**src/hw/rtl/upq_pkg.sv**
```systemverilog
`default_nettype none

package upq_pkg;

	// Widths of the result fields
	localparam int unsigned KEY_BITS   = 32;
	localparam int unsigned TOTAL_BITS = 7;

	// Configuration port
	localparam int unsigned PADDR_BITS = 3;
	localparam int unsigned PDATA_BITS = 32;
	localparam logic        REG_SIGNED_COMPARE = 1'b0;

	// Operation codes carried in the mode field
	localparam logic [1:0] MODE_INSERT = 2'd0;
	localparam logic [1:0] MODE_DELETE = 2'd1;
	localparam logic [1:0] MODE_PEEK   = 2'd2;

	typedef struct packed {
		logic [KEY_BITS-1:0]   key;
		logic                  found;
		logic                  rejected;
		logic [TOTAL_BITS-1:0] total;
	} result_t;

endpackage

`default_nettype wire

```
**src/hw/rtl/unordered_array_max_priority_queue.sv**
```systemverilog
`default_nettype none

// Channel   Direction  Handshake             Payload
// in        to block   in_valid / in_ready   mode, key
// out       from block out_valid / out_ready result_key, found, rejected, entry_total
// config    to block   APB psel/penable      paddr, pwdata -> prdata
//
// Insert, a mode-3 no-op and delete/peek on an empty store go from idle
// straight to done. Delete and peek read each stored key once through the
// single store read port, then pass a final compare state before done.
// Reset clears the count and signed_compare; store contents need no clearing.
// A result waits in the output register; the next item is taken meanwhile
// and holds in its final state until that register frees up.

module unordered_array_max_priority_queue
	import upq_pkg::*;
#(
	parameter int unsigned CAPACITY  = 64,
	parameter int unsigned KEY_WIDTH = 32
) (
	input  wire logic                  clk,
	input  wire logic                  arst_n,
	input  wire logic                  in_valid,
	output logic                       in_ready,
	input  wire logic [1:0]            mode,
	input  wire logic [KEY_BITS-1:0]   key,
	output logic                       out_valid,
	input  wire logic                  out_ready,
	output logic [KEY_BITS-1:0]        result_key,
	output logic                       found,
	output logic                       rejected,
	output logic [TOTAL_BITS-1:0]      entry_total,
	input  wire logic                  psel,
	input  wire logic                  penable,
	input  wire logic                  pwrite,
	input  wire logic [PADDR_BITS-1:0] paddr,
	input  wire logic [PDATA_BITS-1:0] pwdata,
	output logic [PDATA_BITS-1:0]      prdata,
	output logic                       pready
);

	logic    signed_compare_q;
	logic    res_valid;
	logic    res_take;
	logic    out_valid_q;
	result_t res;
	result_t out_q;

	// Configuration register
	assign pready = 1'b1;
	assign prdata = (paddr[2] == REG_SIGNED_COMPARE) ?
		PDATA_BITS'(signed_compare_q) : '0;

	always_ff @(posedge clk or negedge arst_n) begin
		if (!arst_n) begin
			signed_compare_q <= 1'b0;
		end else if (psel && penable && pwrite && (paddr[2] == REG_SIGNED_COMPARE)) begin
			signed_compare_q <= pwdata[0];
		end
	end

	upq_core #(
		.CAPACITY (CAPACITY),
		.KEY_WIDTH(KEY_WIDTH)
	) u_core (
		.clk           (clk),
		.arst_n        (arst_n),
		.signed_compare(signed_compare_q),
		.in_valid      (in_valid),
		.in_ready      (in_ready),
		.mode          (mode),
		.key           (key),
		.res_valid     (res_valid),
		.res_ready     (res_take),
		.res           (res)
	);

	// Output register: load when empty or when its transfer completes
	assign res_take = res_valid && (!out_valid_q || out_ready);

	always_ff @(posedge clk or negedge arst_n) begin
		if (!arst_n) begin
			out_valid_q <= 1'b0;
		end else if (res_take) begin
			out_valid_q <= 1'b1;
		end else if (out_ready) begin
			out_valid_q <= 1'b0;
		end
	end

	always_ff @(posedge clk) begin
		if (res_take) begin
			out_q <= res;
		end
	end

	assign out_valid   = out_valid_q;
	assign result_key  = out_q.key;
	assign found       = out_q.found;
	assign rejected    = out_q.rejected;
	assign entry_total = out_q.total;

endmodule

`default_nettype wire

```
**src/hw/rtl/upq_store.sv**
```systemverilog
`default_nettype none

module upq_store #(
	parameter int unsigned DEPTH = 64,
	parameter int unsigned WIDTH = 32
) (
	input  wire logic                     clk,
	input  wire logic                     we,
	input  wire logic [$clog2(DEPTH)-1:0] waddr,
	input  wire logic [WIDTH-1:0]         wdata,
	input  wire logic                     re,
	input  wire logic [$clog2(DEPTH)-1:0] raddr,
	output logic      [WIDTH-1:0]         rdata
);

	logic [WIDTH-1:0] mem [DEPTH];

	// Write one entry, read one entry with registered data
	always_ff @(posedge clk) begin
		if (we) begin
			mem[waddr] <= wdata;
		end
		if (re) begin
			rdata <= mem[raddr];
		end
	end

endmodule

`default_nettype wire

```
**src/hw/rtl/upq_core.sv**
```systemverilog
`default_nettype none

module upq_core
	import upq_pkg::*;
#(
	parameter int unsigned CAPACITY  = 64,
	parameter int unsigned KEY_WIDTH = 32
) (
	input  wire logic                clk,
	input  wire logic                arst_n,
	input  wire logic                signed_compare,
	input  wire logic                in_valid,
	output logic                     in_ready,
	input  wire logic [1:0]          mode,
	input  wire logic [KEY_BITS-1:0] key,
	output logic                     res_valid,
	input  wire logic                res_ready,
	output result_t                  res
);

	localparam int unsigned AW = $clog2(CAPACITY);
	localparam int unsigned CW = $clog2(CAPACITY + 1);
	localparam int unsigned KW = KEY_WIDTH;
	localparam logic [KW-1:0] KEY_TOP = KW'(1) << (KW - 1);

	typedef enum logic [3:0] {
		ST_IDLE = 4'b0001,
		ST_SCAN = 4'b0010,
		ST_LAST = 4'b0100,
		ST_DONE = 4'b1000
	} state_t;

	state_t          state_q;
	logic [CW-1:0]   count_q;
	logic            op_del_q;
	logic [AW-1:0]   issue_q;
	logic            rd_vld_s1;
	logic            rd_first_s1;
	logic [AW-1:0]   rd_idx_s1;
	logic [KW-1:0]   best_key_q;
	logic [AW-1:0]   best_idx_q;
	result_t         res_q;

	logic [KW-1:0]   key_in;
	logic [KW-1:0]   flip;
	logic [KW-1:0]   rd_data;
	logic            take_new;
	logic [KW-1:0]   cur_best_key;
	logic [AW-1:0]   cur_best_idx;
	logic [CW-1:0]   count_m1;
	logic [AW-1:0]   last_addr;
	logic            full;
	logic            in_fire;
	logic            we;
	logic [AW-1:0]   waddr;
	logic [KW-1:0]   wdata;
	logic            re;

	assign key_in    = KW'(key);
	assign flip      = signed_compare ? KEY_TOP : '0;
	assign count_m1  = count_q - 1'b1;
	assign last_addr = count_m1[AW-1:0];
	assign full      = (count_q >= CW'(CAPACITY));
	assign in_ready  = (state_q == ST_IDLE);
	assign in_fire   = in_valid && in_ready;
	assign res_valid = (state_q == ST_DONE);
	assign res       = res_q;

	// Compare the returning entry against the running maximum; first index wins ties
	assign take_new     = rd_vld_s1 && (rd_first_s1 || ((rd_data ^ flip) > (best_key_q ^ flip)));
	assign cur_best_key = take_new ? rd_data : best_key_q;
	assign cur_best_idx = take_new ? rd_idx_s1 : best_idx_q;

	// Drive the store: append on insert, fill the hole on delete, read while scanning
	always_comb begin
		we    = 1'b0;
		waddr = count_q[AW-1:0];
		wdata = key_in;
		if (in_fire && (mode == MODE_INSERT) && !full) begin
			we = 1'b1;
		end else if ((state_q == ST_LAST) && op_del_q) begin
			we    = 1'b1;
			waddr = cur_best_idx;
			wdata = rd_data;
		end
	end

	assign re = (state_q == ST_SCAN);

	upq_store #(
		.DEPTH(CAPACITY),
		.WIDTH(KW)
	) u_store (
		.clk  (clk),
		.we   (we),
		.waddr(waddr),
		.wdata(wdata),
		.re   (re),
		.raddr(issue_q),
		.rdata(rd_data)
	);

	// Sequence one operation at a time
	always_ff @(posedge clk or negedge arst_n) begin
		if (!arst_n) begin
			state_q  <= ST_IDLE;
			count_q  <= '0;
			op_del_q <= 1'b0;
			issue_q  <= '0;
		end else begin
			unique case (state_q)
				ST_IDLE: begin
					if (in_valid) begin
						unique case (mode)
							MODE_INSERT: begin
								if (!full) begin
									count_q <= count_q + 1'b1;
								end
								state_q <= ST_DONE;
							end
							MODE_DELETE, MODE_PEEK: begin
								op_del_q <= (mode == MODE_DELETE);
								issue_q  <= '0;
								state_q  <= (count_q == '0) ? ST_DONE : ST_SCAN;
							end
							default: begin
								state_q <= ST_DONE;
							end
						endcase
					end
				end
				ST_SCAN: begin
					issue_q <= issue_q + 1'b1;
					if (issue_q == last_addr) begin
						state_q <= ST_LAST;
					end
				end
				ST_LAST: begin
					if (op_del_q) begin
						count_q <= count_m1;
					end
					state_q <= ST_DONE;
				end
				ST_DONE: begin
					if (res_ready) begin
						state_q <= ST_IDLE;
					end
				end
				default: begin
					state_q <= ST_IDLE;
				end
			endcase
		end
	end

	// Track the read in flight
	always_ff @(posedge clk or negedge arst_n) begin
		if (!arst_n) begin
			rd_vld_s1 <= 1'b0;
		end else begin
			rd_vld_s1 <= re;
		end
	end

	always_ff @(posedge clk) begin
		rd_idx_s1   <= issue_q;
		rd_first_s1 <= (issue_q == '0);
		if (take_new) begin
			best_key_q <= rd_data;
			best_idx_q <= rd_idx_s1;
		end
	end

	// Build the result
	always_ff @(posedge clk) begin
		if (in_fire) begin
			res_q.key      <= '0;
			res_q.found    <= 1'b0;
			res_q.rejected <= (mode == MODE_INSERT) && full;
			if ((mode == MODE_INSERT) && !full) begin
				res_q.total <= TOTAL_BITS'(count_q + 1'b1);
			end else begin
				res_q.total <= TOTAL_BITS'(count_q);
			end
		end else if (state_q == ST_LAST) begin
			res_q.key      <= KEY_BITS'(cur_best_key);
			res_q.found    <= 1'b1;
			res_q.rejected <= 1'b0;
			res_q.total    <= op_del_q ? TOTAL_BITS'(count_m1) : TOTAL_BITS'(count_q);
		end
	end

	// Count stays within the store
	a_count_bound: assert property (@(posedge clk) disable iff (!arst_n)
		count_q <= CW'(CAPACITY))
		else $error("entry count exceeds capacity");

	// A scan only runs over a non-empty store
	a_scan_nonempty: assert property (@(posedge clk) disable iff (!arst_n)
		(state_q == ST_SCAN) |-> (count_q != '0))
		else $error("scan started on empty store");

	// The final compare always has read data
	a_last_data: assert property (@(posedge clk) disable iff (!arst_n)
		(state_q == ST_LAST) |-> rd_vld_s1)
		else $error("final compare without read data");

	// A delete that finds a key removes exactly one entry
	a_delete_dec: assert property (@(posedge clk) disable iff (!arst_n)
		((state_q == ST_LAST) && op_del_q) |=> (count_q == $past(count_m1)))
		else $error("delete did not drop one entry");

endmodule

`default_nettype wire

```
**config.mk**
```make
export PLATFORM = sky130hd
export DESIGN_NAME = unordered_array_max_priority_queue
export DESIGN_NICKNAME = d
export VERILOG_FILES = /design/src/hw/rtl/upq_pkg.sv /design/src/hw/rtl/unordered_array_max_priority_queue.sv /design/src/hw/rtl/upq_store.sv /design/src/hw/rtl/upq_core.sv
export SDC_FILE = /design/constraint.sdc
export NUM_CORES = 2
export LEC_CHECK = 0
export BUFFER_PORTS_ARGS = -buffer_cell sky130_fd_sc_hd__buf_4
export CORE_MARGIN = 2
export CORE_UTILIZATION = 55
export DETAILED_ROUTE_END_ITERATION = 7
export PLACE_DENSITY = 0.82
export SYNTH_ARGS = -nofsm -noshare
export SYNTH_HDL_FRONTEND = slang
export SYNTH_SLANG_ARGS = --single-unit
```
**constraint.sdc**
```tcl
create_clock -name clk -period 7.1 [get_ports clk]
set_input_delay 1.42 -clock clk [delete_from_list [all_inputs] [get_ports clk]]
set_output_delay 1.42 -clock clk [all_outputs]
set_load 0.03 [all_outputs]
```
==> results_dict.tcl <==
set metrics [dict create \
    ys_top_cells_by_area "edfxtp_1, mux4_2, dfxtp_1" \
    startpoint_type "flip-flop" \
    peakVddDrop_uv 297 \
    yosysUniqueCellTypes 66 \
    grt_pass1_vias 43200 \
    relSlewSlack_pct 8.51 \
    r2r_cells 11 \
    die_h_microns 399 \
    core_area_sq_um 154000 \
    routed_wl_mm 225 \
    start_util_pct 55.6 \
    yosysWarnings 0 \
    hp-class "flip-flop to flip-flop" \
    hold_path_end "result_key[9]$_DFFE_PP_" \
    via_per_inst 6.91 \
    routabilityCongestion 0.861 \
    final_core_util_pct 62.4 \
    drtAntennaViolNets 0 \
    met1_length_mm 76.2 \
    synth-seq-cells 2228 \
    skew_ns 0.0329 \
    drc 0 \
    cts_resized 0 \
    fp-row-count 144 \
    path_clk_slew_ns 0.06 \
    cts_setup_buffers 0 \
    hpwl_mm 115 \
    met2_length_mm 113 \
    cts-root-buf "clkbuf_16" \
    synthArstFlopShare_pct 0.943 \
    setup_viol 0 \
    r2r-end "u_core.u_store.mem[54][29]$_DFFE_PP_" \
    rrSetupSlack_ns 1.75 \
    seqPwrFrac_pct 46.2 \
    first_pass_iters 6 \
    run_status "finished clean" \
    cts_buffers 203 \
    tns_ns 0 \
    post_dp_cell_area_sq_um 89800 \
    grt_overflow 0 \
    grt_max_degree 134 \
    areaGrowthSynthToFinish_pct 12.3 \
    die_x_microns 399 \
    holdCritStartpoint "u_core.res[18]$_SDFFE_PP0P_" \
    timing.hold.ws_ns 0.430 \
    portBuffers 86 \
    p_leak_nw 29.8 \
    post-route-min-period_ns 5.35 \
    synth_edf_count 2129 \
    fin_ws_ns 1.75 \
    synth_top_cell_by_area "edfxtp_1" \
    yosysSeqAreaShare_pct 77.0 \
    clk_path_buf_depth 3 \
    synth_flop_cell "edfxtp_1" \
    worstMarginPinSlew_ns 1.37 \
    grt_pass1_wl_mm 320 \
    switchingPower_mw 8.93 \
    p_int_mw 23.8 \
    gr-usage-all-layers_pct 28.7 \
    powerDensity_nw_per_um2 340 \
    dpl_worst_slack_ns 1.84 \
    hold_depth 0 \
    synthDominantCellAreaShare_pct 74.5 \
    highest_layer "met5" \
    synthCells 3766 \
    crit_path_end_kind "flip-flop" \
    final_cell_area_sq_um 96300 \
    switching_share_pct 27.2 \
    final_max_slew_viol_count 0 \
    met3_length_mm 25.9 \
    syn_avg_cell_area_sq_um 22.8 \
    period_share_pct 75.3 \
    fmax_mhz 187 \
    routed-via-count 43000 \
    nets 4113 \
    cts_sinks 2228 \
    wire_per_inst_microns 36.1 \
    clk_latency_ns 0.86 \
    grt_setup_unrepaired "false" \
    dieArea_sq_um 159000 \
    cts_tree "done" \
    path_class "flip-flop to flip-flop" \
    syn_area_sq_um 85800 \
    critPathArrivalTime_ns 5.89 \
    clock_power_share_pct 33.3 \
    rr_startpoint "u_core.u_store.rdata[26]$_DFFE_PP_" \
    drt_iter0_drc 6845 \
    critPathRequiredTime_ns 7.65 \
    io_pins 152 \
    h-tree-depth 4 \
    cp_max_fo 27 \
    drv_cap 0 \
    drive_gt1_share_pct 31.4 \
    power.share.combinational_pct 20.5 \
    hold_viol_final 0 \
    antenna_found_initial 10 \
    cts_hold_buf 0 \
]
metrics by stage:
step,power [mW],std cells
after floorplan,19.8,3796
after global placement,21.6,5839
after detailed placement,21.8,5839
after CTS,32.8,6218
after global routing,33.6,6218
final,32.8,6220
synthesized netlist by cell type, drive strengths merged (6+ instances only):
cell type,n
mux2,35
mux4,672
ha,37
nor2,79
edfxtp,2129
nor4,14
xnor2,13
buf,100
o22ai,11
xor2,6
clkbuf,124
a21oi,19
nor3,28
dfrtp,20
o21ai,19
dfxtp,78
nand4,8
inv,43
nand2,203
nand3,49
cell usage in the layout (no fill, tap or decap), types with 9 or more instances in the layout:
cell       instances
nand2_1          199
clkbuf_1          48
dfrtp_1           14
nor2_4            40
buf_4            214
xnor2_1           13
buf_12             9
mux4_2           672
edfxtp_1        2129
bufinv_16         17
dfxtp_1           78
a21oi_1           19
o21ai_0           16
clkinv_1          42
nor3_1            12
inv_1             42
clkinv_2          42
nand3_1           49
ha_1              37
nor3_2            16
nor2_1            39
clkbuf_8          10
mux2_2            34
clkbuf_16        205
nor4_2             9
conb_1            32
worst max-delay path by stage:
stage	start	slack (ns)	endpoint
floorplan	u_core.u_store.rdata[27]$_DFFE_PP_	0.94	u_core.u_store.mem[36][0]$_DFFE_PP_
global placement	u_core.u_store.rdata[30]$_DFFE_PP_	1.93	u_core.u_store.mem[54][26]$_DFFE_PP_
detailed placement	u_core.u_store.rdata[29]$_DFFE_PP_	1.84	u_core.u_store.mem[52][26]$_DFFE_PP_
CTS	u_core.u_store.rdata[26]$_DFFE_PP_	1.77	u_core.u_store.mem[52][24]$_DFFE_PP_
global route	u_core.u_store.rdata[26]$_DFFE_PP_	1.62	u_core.u_store.mem[54][27]$_DFFE_PP_
finish	u_core.u_store.rdata[26]$_DFFE_PP_	1.75	u_core.u_store.mem[54][29]$_DFFE_PP_
routing by layer:
layer	global-route usage, %	up-vias
met5	0	-
met3	6.94	640
met1	37.3	22500
met2	47.4	3506
met4	10.7	6
li1	-	16300
power groups by stage:
| stage | logic, mW | clock network [mW] | registers [mW] |
|---|---|---|---|
| finish | 6.72 | 10.9 | 15.2 |
| global route | 6.99 | 11.4 | 15.2 |
| CTS | 6.65 | 11.0 | 15.1 |
| detailed placement | 6.40 | 0 | 15.4 |
| global placement | 6.19 | 0 | 15.4 |
| floorplan | 4.50 | 0 | 15.3 |
kinds of logic after synthesis:
family                     share of synthesized area [%]
and+or+nand+nor                                     2.14
DFF                                                 77.0
xor gates and xnor gates                           0.194
buffers and inverters                               1.33
adders and majority gates                          0.540
AOI/OAI and AO/OA                                  0.681
muxes                                               18.2
other                                            0.00875
critical path: stages (launching register included):
cell and delay, ns:
edfxtp_1 0.48, ha_1 0.38, nand4_1 0.15, nor4_2 0.49
nand2_1 0.14, o41a_1 0.46, o31ai_2 0.07, buf_4 0.31
mux2_2 0.45, a311o_1 0.70, nor2_4 1.04, buf_4 0.33
state kept, by name, summed over array words and instances, names as in the netlist:
name,count
entry_total,7
found,1
out_valid,1
rejected,1
result_key,32
signed_compare_q,1
u_core.best_idx_q,6
u_core.best_key_q,32
u_core.count_q,7
u_core.issue_q,6
u_core.op_del_q,1
u_core.rd_first_s1,1
u_core.rd_idx_s1,6
u_core.rd_vld_s1,1
u_core.res,41
u_core.state_q,4
u_core.u_store.mem,2048
u_core.u_store.rdata,32
final cells by class:
| type | count | area, sq um |
|---|---|---|
| Sequential cell | 2228 | 66000 |
| Fill cell | 9359 | 58100 |
| Multi-Input combinational cell | 1301 | 19200 |
| Clock buffer | 263 | 5450 |
| Tap cell | 2044 | 2560 |
| Timing Repair Buffer | 223 | 1790 |
| Clock inverter | 116 | 1090 |
| Inverter | 43 | 161 |
| Antenna cell | 2 | 5.00 |
Power figures use the tool's default switching activity.
